--- src/hw/rtl/arec_pkg.sv ---
// shared types, constants and helpers for the adaptive rice escape encoder
// no dependencies; used by every module of the block
package arec_pkg;

  localparam int unsigned MAX_K     = 15;
  localparam int unsigned VAL_W     = 32;
  localparam int unsigned K_W       = 4;
  // longest code is 66 bits, plus up to 7 pending bits
  localparam int unsigned WORD_W    = 80;
  localparam int unsigned N1_W      = 5;
  localparam int unsigned NF_W      = 6;
  localparam int unsigned LEN_W     = 7;
  localparam int unsigned CNT_W     = 4;
  localparam int unsigned MAX_BYTES = 9;
  localparam int unsigned Q_DEPTH   = 2;
  localparam int unsigned Q_PTR_W   = $clog2(Q_DEPTH);

  localparam logic FUNC_ENCODE = 1'b0;
  localparam logic FUNC_FLUSH  = 1'b1;

  // one classified item: unary run, terminating zero, binary field
  typedef struct packed {
    logic             flush;
    logic [N1_W-1:0]  n1;
    logic [NF_W-1:0]  nf;
    logic [VAL_W-1:0] field;
    logic [K_W-1:0]   nk;
  } code_req_t;

  function automatic logic [K_W-1:0] sat_k(input logic [5:0] s);
    logic [K_W-1:0] r;
    r = (s > 6'(MAX_K)) ? K_W'(MAX_K) : s[K_W-1:0];
    return r;
  endfunction

endpackage

--- src/hw/rtl/arec_front.sv ---
// front end: zigzag mapping, normal/escape classification and k adaptation
// depends on arec_pkg
module arec_front (
  input  logic                         func,
  input  logic [arec_pkg::VAL_W-1:0]   value,
  input  logic                         is_signed,
  input  logic [arec_pkg::K_W-1:0]     current_k,
  output arec_pkg::code_req_t          req
);

  logic [arec_pkg::K_W-1:0]   k;
  logic [arec_pkg::VAL_W-1:0] u;
  logic [arec_pkg::VAL_W-1:0] p;
  logic                       esc;
  logic [5:0]                 blen;
  logic [4:0]                 g;
  logic [2:0]                 ie;
  logic [2:0]                 lg;
  logic [7:0]                 gi;

  always_comb begin
    k = (current_k > arec_pkg::K_W'(arec_pkg::MAX_K)) ?
        arec_pkg::K_W'(arec_pkg::MAX_K) : current_k;
    u = is_signed ? ({value[arec_pkg::VAL_W-2:0], 1'b0} ^
                     {arec_pkg::VAL_W{value[arec_pkg::VAL_W-1]}}) : value;
    p = u >> k;
    esc = p >= (arec_pkg::VAL_W'(k) + arec_pkg::VAL_W'(8));

    // bit length of u
    blen = '0;
    for (int b = 0; b < arec_pkg::VAL_W; b++) begin
      if (u[b]) blen = 6'(b + 1);
    end

    // escape group count: least i with g*i covering the bit length
    g  = 5'(k) + 5'd5;
    ie = 3'd1;
    for (int j = 1; j < 7; j++) begin
      if ((8'(g) * 8'(j)) < 8'(blen)) ie = ie + 3'd1;
    end
    gi = 8'(g) * 8'(ie);

    // floor(log2 p) for the normal range, p below 23
    lg = '0;
    for (int b = 1; b < 5; b++) begin
      if (p[b]) lg = 3'(b);
    end

    req = '0;
    if (func == arec_pkg::FUNC_FLUSH) begin
      req.flush = 1'b1;
      req.nk    = k;
    end else if (esc) begin
      req.n1    = arec_pkg::N1_W'(k) + arec_pkg::N1_W'(7) + arec_pkg::N1_W'(ie);
      req.nf    = gi[arec_pkg::NF_W-1:0];
      req.field = u;
      req.nk    = arec_pkg::sat_k(6'(k) + 6'({ie, 1'b0}));
    end else begin
      req.n1    = p[arec_pkg::N1_W-1:0];
      req.nf    = arec_pkg::NF_W'(k);
      req.field = u & ((arec_pkg::VAL_W'(1) << k) - arec_pkg::VAL_W'(1));
      if (p == '0) begin
        req.nk = (k == '0) ? k : k - arec_pkg::K_W'(1);
      end else if (p == arec_pkg::VAL_W'(1)) begin
        req.nk = k;
      end else begin
        req.nk = arec_pkg::sat_k(6'(k) + 6'(lg));
      end
    end
  end

endmodule

--- src/hw/rtl/arec_queue.sv ---
// short queue of classified items between front and back end
// depends on arec_pkg
module arec_queue (
  input  logic                 clk,
  input  logic                 rst_n,
  input  logic                 push,
  input  arec_pkg::code_req_t  wdata,
  output logic                 full,
  input  logic                 pop,
  output arec_pkg::code_req_t  rdata,
  output logic                 not_empty
);

  arec_pkg::code_req_t          mem_r [arec_pkg::Q_DEPTH];
  logic [arec_pkg::Q_PTR_W-1:0] wptr_r, wptr_nxt;
  logic [arec_pkg::Q_PTR_W-1:0] rptr_r, rptr_nxt;
  logic [arec_pkg::Q_PTR_W:0]   cnt_r, cnt_nxt;

  assign full      = (cnt_r == (arec_pkg::Q_PTR_W+1)'(arec_pkg::Q_DEPTH));
  assign not_empty = (cnt_r != '0);
  assign rdata     = mem_r[rptr_r];

  always_comb begin
    wptr_nxt = wptr_r;
    rptr_nxt = rptr_r;
    cnt_nxt  = cnt_r;
    if (push) begin
      wptr_nxt = (wptr_r == arec_pkg::Q_PTR_W'(arec_pkg::Q_DEPTH - 1)) ?
                 '0 : wptr_r + arec_pkg::Q_PTR_W'(1);
    end
    if (pop) begin
      rptr_nxt = (rptr_r == arec_pkg::Q_PTR_W'(arec_pkg::Q_DEPTH - 1)) ?
                 '0 : rptr_r + arec_pkg::Q_PTR_W'(1);
    end
    if (push && !pop) cnt_nxt = cnt_r + (arec_pkg::Q_PTR_W+1)'(1);
    else if (pop && !push) cnt_nxt = cnt_r - (arec_pkg::Q_PTR_W+1)'(1);
  end

  always_ff @(posedge clk) begin
    if (!rst_n) begin
      wptr_r <= '0;
      rptr_r <= '0;
      cnt_r  <= '0;
    end else begin
      wptr_r <= wptr_nxt;
      rptr_r <= rptr_nxt;
      cnt_r  <= cnt_nxt;
    end
  end

  always_ff @(posedge clk) begin
    if (push) mem_r[wptr_r] <= wdata;
  end

endmodule

--- src/hw/rtl/arec_back.sv ---
// back end: merges codes with pending bits and emits at most one byte per transfer
// depends on arec_pkg
module arec_back (
  input  logic                        clk,
  input  logic                        rst_n,
  input  arec_pkg::code_req_t         req,
  input  logic                        req_valid,
  output logic                        req_pop,
  output logic                        out_valid,
  input  logic                        out_stall,
  output logic [7:0]                  out_byte,
  output logic                        out_byte_valid,
  output logic [arec_pkg::K_W-1:0]    out_next_k,
  output logic                        out_last
);

  localparam int unsigned W = arec_pkg::WORD_W;

  logic                          busy_r, busy_nxt;
  logic                          none_r, none_nxt;
  logic [arec_pkg::CNT_W-1:0]    cnt_r, cnt_nxt;
  logic [arec_pkg::K_W-1:0]      nk_r, nk_nxt;
  logic [W-1:0]                  word_r, word_nxt;
  logic [2:0]                    pc_r, pc_nxt;

  logic                          out_valid_r, out_valid_nxt;
  logic [7:0]                    out_byte_r, out_byte_nxt;
  logic                          out_bv_r, out_bv_nxt;
  logic [arec_pkg::K_W-1:0]      out_nk_r, out_nk_nxt;
  logic                          out_last_r, out_last_nxt;

  logic                          out_take, emit, emit_last, load;
  logic [W-1:0]                  word_after, ones, fld, code, word_new;
  logic [7:0]                    pend;
  logic [arec_pkg::LEN_W-1:0]    len, total;
  logic [arec_pkg::CNT_W-1:0]    nb;
  logic [2:0]                    rem;

  always_comb begin
    out_take   = !out_valid_r || !out_stall;
    emit       = busy_r && out_take;
    emit_last  = none_r || (cnt_r == arec_pkg::CNT_W'(1));
    word_after = none_r ? word_r : (word_r << 8);
    // pending bits sit left aligned at the top of the word
    pend       = busy_r ? word_after[W-1 -: 8] : word_r[W-1 -: 8];
    load       = req_valid && (!busy_r || (emit && emit_last));

    len   = arec_pkg::LEN_W'(req.n1) + arec_pkg::LEN_W'(1) + arec_pkg::LEN_W'(req.nf);
    ones  = ~({W{1'b1}} >> req.n1);
    fld   = W'(req.field) << (arec_pkg::LEN_W'(W) - len);
    code  = ones | fld;
    total = arec_pkg::LEN_W'(pc_r) + len;
    if (req.flush) begin
      word_new = {pend, {(W-8){1'b0}}};
      nb       = (pc_r != '0) ? arec_pkg::CNT_W'(1) : '0;
      rem      = '0;
    end else begin
      word_new = {pend, {(W-8){1'b0}}} | (code >> pc_r);
      nb       = arec_pkg::CNT_W'(total[arec_pkg::LEN_W-1:3]);
      rem      = total[2:0];
    end
  end

  assign req_pop = load;

  always_comb begin
    busy_nxt = busy_r;
    none_nxt = none_r;
    cnt_nxt  = cnt_r;
    nk_nxt   = nk_r;
    word_nxt = word_r;
    pc_nxt   = pc_r;
    if (emit) begin
      word_nxt = word_after;
      cnt_nxt  = cnt_r - arec_pkg::CNT_W'(1);
      if (emit_last) busy_nxt = 1'b0;
    end
    if (load) begin
      busy_nxt = 1'b1;
      word_nxt = word_new;
      none_nxt = (nb == '0);
      cnt_nxt  = (nb == '0) ? arec_pkg::CNT_W'(1) : nb;
      nk_nxt   = req.nk;
      pc_nxt   = rem;
    end
  end

  always_comb begin
    out_valid_nxt = out_valid_r;
    out_byte_nxt  = out_byte_r;
    out_bv_nxt    = out_bv_r;
    out_nk_nxt    = out_nk_r;
    out_last_nxt  = out_last_r;
    if (emit) begin
      out_valid_nxt = 1'b1;
      out_byte_nxt  = none_r ? 8'd0 : word_r[W-1 -: 8];
      out_bv_nxt    = !none_r;
      out_nk_nxt    = nk_r;
      out_last_nxt  = emit_last;
    end else if (!out_stall) begin
      out_valid_nxt = 1'b0;
    end
  end

  always_ff @(posedge clk) begin
    if (!rst_n) begin
      busy_r      <= 1'b0;
      none_r      <= 1'b0;
      cnt_r       <= '0;
      word_r      <= '0;
      pc_r        <= '0;
      out_valid_r <= 1'b0;
    end else begin
      busy_r      <= busy_nxt;
      none_r      <= none_nxt;
      cnt_r       <= cnt_nxt;
      word_r      <= word_nxt;
      pc_r        <= pc_nxt;
      out_valid_r <= out_valid_nxt;
    end
  end

  always_ff @(posedge clk) begin
    nk_r       <= nk_nxt;
    out_byte_r <= out_byte_nxt;
    out_bv_r   <= out_bv_nxt;
    out_nk_r   <= out_nk_nxt;
    out_last_r <= out_last_nxt;
  end

  assign out_valid      = out_valid_r;
  assign out_byte       = out_byte_r;
  assign out_byte_valid = out_bv_r;
  assign out_next_k     = out_nk_r;
  assign out_last       = out_last_r;

  a_cnt_range: assert property (@(posedge clk) disable iff (!rst_n)
    busy_r |-> (cnt_r != '0 && cnt_r <= arec_pkg::CNT_W'(arec_pkg::MAX_BYTES)))
    else $error("byte count out of range");

  a_idle_word_clean: assert property (@(posedge clk) disable iff (!rst_n)
    !busy_r |-> (word_r[W-9:0] == '0))
    else $error("stray bits below pending byte");

  a_pend_padded: assert property (@(posedge clk) disable iff (!rst_n)
    !busy_r |-> (8'(word_r[W-1 -: 8] << pc_r) == 8'd0))
    else $error("pending bits beyond pending count");

  a_empty_is_last: assert property (@(posedge clk) disable iff (!rst_n)
    (out_valid_r && !out_bv_r) |-> out_last_r)
    else $error("byteless result not marked last");

endmodule

--- src/hw/rtl/adaptive_rice_escape_encoder_core.sv ---
// top level of the adaptive rice escape encoder
// depends on arec_pkg, arec_front, arec_queue, arec_back
//
// Adaptive Rice/escape encoder packing codes MSB first into bytes. Each
// encode item yields its completed bytes (0 to 9) with the adapted k on
// every result; an item that completes no byte yields a single result with
// byte_valid low. A flush pads pending bits with zeros to one byte. The
// front end classifies an item in its accept cycle and writes a two-entry
// queue; the back end merges the code with the pending bits into its word
// register and then emits one result per cycle into the output register
// while the output is not stalled. That one-byte-per-cycle output is what
// sets the sustained rate; an item passes the queue, the word register and
// the output register on its way from accept to first result.
module adaptive_rice_escape_encoder_core (
  input  logic                         clk,
  input  logic                         rst_n,
  input  logic                         in_valid,
  output logic                         in_stall,
  input  logic                         in_func,
  input  logic [arec_pkg::VAL_W-1:0]   in_value,
  input  logic                         in_is_signed,
  input  logic [arec_pkg::K_W-1:0]     in_current_k,
  output logic                         out_valid,
  input  logic                         out_stall,
  output logic [7:0]                   out_byte,
  output logic                         out_byte_valid,
  output logic [arec_pkg::K_W-1:0]     out_next_k,
  output logic                         out_last
);

  arec_pkg::code_req_t front_req, q_rdata;
  logic                q_full, q_not_empty, q_pop, push;

  assign in_stall = q_full;
  assign push     = in_valid && !q_full;

  arec_front u_front (
    .func      (in_func),
    .value     (in_value),
    .is_signed (in_is_signed),
    .current_k (in_current_k),
    .req       (front_req)
  );

  arec_queue u_queue (
    .clk       (clk),
    .rst_n     (rst_n),
    .push      (push),
    .wdata     (front_req),
    .full      (q_full),
    .pop       (q_pop),
    .rdata     (q_rdata),
    .not_empty (q_not_empty)
  );

  arec_back u_back (
    .clk            (clk),
    .rst_n          (rst_n),
    .req            (q_rdata),
    .req_valid      (q_not_empty),
    .req_pop        (q_pop),
    .out_valid      (out_valid),
    .out_stall      (out_stall),
    .out_byte       (out_byte),
    .out_byte_valid (out_byte_valid),
    .out_next_k     (out_next_k),
    .out_last       (out_last)
  );

endmodule

--- config.mk ---
export PLATFORM = sky130hd
export DESIGN_NAME = adaptive_rice_escape_encoder_core
export DESIGN_NICKNAME = d
export VERILOG_FILES = /design/src/hw/rtl/arec_pkg.sv /design/src/hw/rtl/arec_front.sv /design/src/hw/rtl/arec_queue.sv /design/src/hw/rtl/arec_back.sv /design/src/hw/rtl/adaptive_rice_escape_encoder_core.sv
export SDC_FILE = /design/constraint.sdc
export NUM_CORES = 1
export LEC_CHECK = 0
export ABC_AREA = 1
export BUFFER_PORTS_ARGS = -buffer_cell sky130_fd_sc_hd__buf_4
export CAP_MARGIN = 20
export CORE_MARGIN = 5
export CORE_UTILIZATION = 40
export CTS_BUF_LIST = sky130_fd_sc_hd__clkbuf_4 sky130_fd_sc_hd__clkbuf_8
export DETAILED_ROUTE_END_ITERATION = 12
export PLACE_DENSITY = 0.58
export SETUP_SLACK_MARGIN = 0.3
export SLEW_MARGIN = 40
export SYNTH_ARGS = -nofsm -noshare
export SYNTH_HDL_FRONTEND = slang
export SYNTH_SLANG_ARGS = --single-unit
--- constraint.sdc ---
create_clock -name clk -period 9.5 [get_ports clk]
set_clock_uncertainty 0.05 [all_clocks]
set_input_delay 2.85 -clock clk [delete_from_list [all_inputs] [get_ports clk]]
set_output_delay 2.85 -clock clk [all_outputs]
set_load 0.01 [all_outputs]
==> impl_metrics.ini <==
[die]
die_height_um = 229
fp.dieW_um = 229
core_mm2 = 0.0476
io_pins = 58
floorplan.die_area_mm2 = 0.0525
rows = 80
initial_utilization = 0.403

[placement]
io_buffers = 57
pre_cts_ws_ps = 70.5
place_inst = 3467
gp_congestion = 0.964
dp_hpwl_mm = 49.6

[yosys]
synth_fa_ha_area_frac = 0.0712
post-synth-top-area-fraction = 0.178
synthXorXnorAreaFrac = 0.0335
yosysTopAreaCell = edfxtp_1
postSynth.asyncResetShare = 0
synth_fp_nets = 3061
synth.top_cells.by_area = edfxtp_1 (18%), nand2_1 (17%), dfxtp_1 (9.9%)
post_synth_inst_count = 2917
synth_flop_cell = edfxtp_1
synth.avg_cell_area_um2 = 6.58
yosys-mux-area-fraction = 0.0282
synth_enable_flop_cells = 114
synth.yosys.warnings = 0
synth_top_cells_by_count = nand2_1 (857), o21ai_0 (273), inv_1 (222)
synth_simple_gate_area_share = 0.285
synth_compound_gate_area_share = 0.212
ys_seq_elements = 209
ys_types = 60
synthesis.area_mm2 = 0.0192
dominant_combinational_cell_family_by_area_after_synthesis = simple AND/OR/NAND/NOR gates
synth_most_common_cell = nand2_1
yosysSeqAreaShare = 0.277

[setup_path]
timing.rr.end = u_back.word_r[24]$_SDFFE_PN0P_
timing.critical_path.from_type = input pin
timing.critical_path.to = u_queue.mem_r[0][41]$_DFFE_PP_
r2r_cells = 28
critPathTopFamily = simple AND/OR/NAND/NOR gates
critPathMostFrequentCell = nand2_1
ff2ff_setup_slack_ps = 2710
worst-setup-path-type = in2reg
critical_path.max_stage_delay_ps = 490
worstSetupPathDepth = 58
critPathBufInv = 5
worst-endpoint-arrival_ps = 8880
critPathLaunch = in_value[31]
crit_slowest_cell = fa_2
critical_path_peak_fanout = 13
worstSetupEndpointType = flop
worst_ep_required_time_ps = 9780

[detailed_routing]
dr.first_iter.drc_count = 1740
num_vias = 19400
detail_route.drc_violations = 0
drt-vias-per-instance = 5.49
detail_route.wl_per_cell_um = 18.4
antenna_violating_nets_post_route = 0
postRouteWirelength_mm = 65.2
drt_pre_antenna_iters = 6

[sta]
final_period_minus_worst_setup_slack_ps = 8590
timing_hold_violations_final = 0
postLayoutSetupSlackWorst_ps = 905
final.setup.tns_ps = 0
maxClockFrequency_ghz = 0.116
grt_setup_unrepaired = no
max-slew-margin-rel = 0.343
worst_pin_slew_ps = 976
finalSetupViolCount = 0
final_min_period_over_clock_period = 0.905
report.final.slew_viol_count = 0

[clock_tree]
ctsHtreeMaxLevel = 2
cts-root-to-sink-buffers = 3
cts-buffers-inserted = 38
cts_root_buf = clkbuf_8
count_of_clock_tree_sinks = 209
clock_transition_at_the_register_clock_pins_on_the_worst_setup_and_hold_paths_after_cts_ps = 60
clock_latency_ps = 590
cts_tree = done
cts_hold_buffers = 0

[cells_and_area]
finalNetCount = 3038
layout-drive-gt1-share = 0.102
syn_to_final_growth_pct = 9.80
final-instance-count-excl-fill = 3539

[min_path]
hold_class = reg2reg

[global_routing]
grt_usage = 0.242
grt_first_pass_wirelength_mm = 104
globalRoute.totalOverflow = 0
antenna_found_initial = 2
grt_start_max_net_pins = 80
vias_in_the_first_global_route = 18300

[outcome]
status = finished, final reports clean

[job]
maxCapViolCount = 0
worst min path at each step:
| stage | from | to | slack (ps) | cells past startpoint |
|---|---|---|---|---|
| after detailed placement | u_back.nk_r[2]$_DFFE_PP_ | u_back.out_next_k[2]$_DFFE_PP_ | 350 | 0 |
| after global placement | u_back.nk_r[1]$_DFFE_PP_ | u_back.out_next_k[1]$_DFFE_PP_ | 350 | 0 |
| after global routing | u_back.nk_r[2]$_DFFE_PP_ | u_back.out_next_k[2]$_DFFE_PP_ | 380 | 0 |
| after floorplan | u_back.nk_r[0]$_DFFE_PP_ | u_back.out_next_k[0]$_DFFE_PP_ | 350 | 0 |
| after CTS | u_back.nk_r[2]$_DFFE_PP_ | u_back.out_next_k[2]$_DFFE_PP_ | 370 | 0 |
| final | u_back.nk_r[2]$_DFFE_PP_ | u_back.out_next_k[2]$_DFFE_PP_ | 370 | 0 |
cell families after synthesis:
family | Yosys count
xor+xnor | 67
mux | 54
compound gates | 694
flops | 209
buf+inv | 449
fa+ha+maj | 102
simple gates | 1342
layout by cell type (no fill, tap or decap), types with 31 or more instances in the layout:
master | netlist | layout
a211oi_1 | 62 | 62
a21oi_1 | 93 | 92
buf_4 | 2 | 128
clkbuf_8 | 0 | 46
dfxtp_1 | 95 | 91
edfxtp_1 | 114 | 114
ha_1 | 90 | 87
inv_1 | 222 | 217
inv_2 | 26 | 31
mux2i_1 | 54 | 54
nand2_1 | 857 | 852
nand3_1 | 184 | 184
nor2_1 | 186 | 180
nor3_1 | 71 | 70
o21ai_0 | 273 | 270
o21ai_1 | 116 | 119
xnor2_1 | 36 | 35
stage by stage:
stage | utilization | hold WS [ps] | cell area (um2)
2_1_floorplan | - | 350 | 19200
3_3_place_gp | 0.423 | 354 | 20200
3_5_place_dp | 0.424 | 355 | 20200
4_1_cts | 0.441 | 371 | 21000
5_1_grt | 0.442 | 380 | 21100
6_report | 0.442 | 369 | 21100
timing repair:
| action | in CTS | in global routing |
|---|---|---|
| hold endpoints to repair | 0 | 0 |
| gates resized for setup | 0 | 16 |
| buffers inserted | 0 | 2 |
| setup endpoints to repair | 0 | 8 |
metal layers:
layer  vias up  share of wire  global-route usage
li1       9792              -                   -
met1      8997           0.47               0.349
met2       536           0.44               0.377
met3        89          0.065              0.0441
met4         0          0.024              0.0618
met5         -              0                   0
sequential cells by signal, summed over array words and instances (netlist names), named ones only:
name and cells:
u_queue.wptr_r 1, u_back.word_r 80, u_back.pc_r 3, u_back.out_last 1
u_back.out_valid 1, u_back.busy_r 1, u_back.nk_r 4, u_back.out_byte 8
u_queue.cnt_r 2, u_back.out_byte_valid 1, u_queue.mem_r 96, u_back.cnt_r 4
u_queue.rptr_r 1, u_back.out_next_k 4, u_back.none_r 1
final cells by class:
| cell class | count | area [um2] |
|---|---|---|
| Antenna cell | 1 | 2.50 |
| Clock inverter | 9 | 66.3 |
| Timing Repair Buffer | 131 | 1000 |
| Tap cell | 615 | 769 |
| Clock buffer | 60 | 738 |
| Fill cell | 5017 | 26600 |
| Sequential cell | 209 | 5330 |
| Inverter | 255 | 958 |
| Multi-Input combinational cell | 2259 | 12200 |
Power is not shown: default switching activity piles up to over one toggle a cycle in this logic, so the estimate is an artifact.
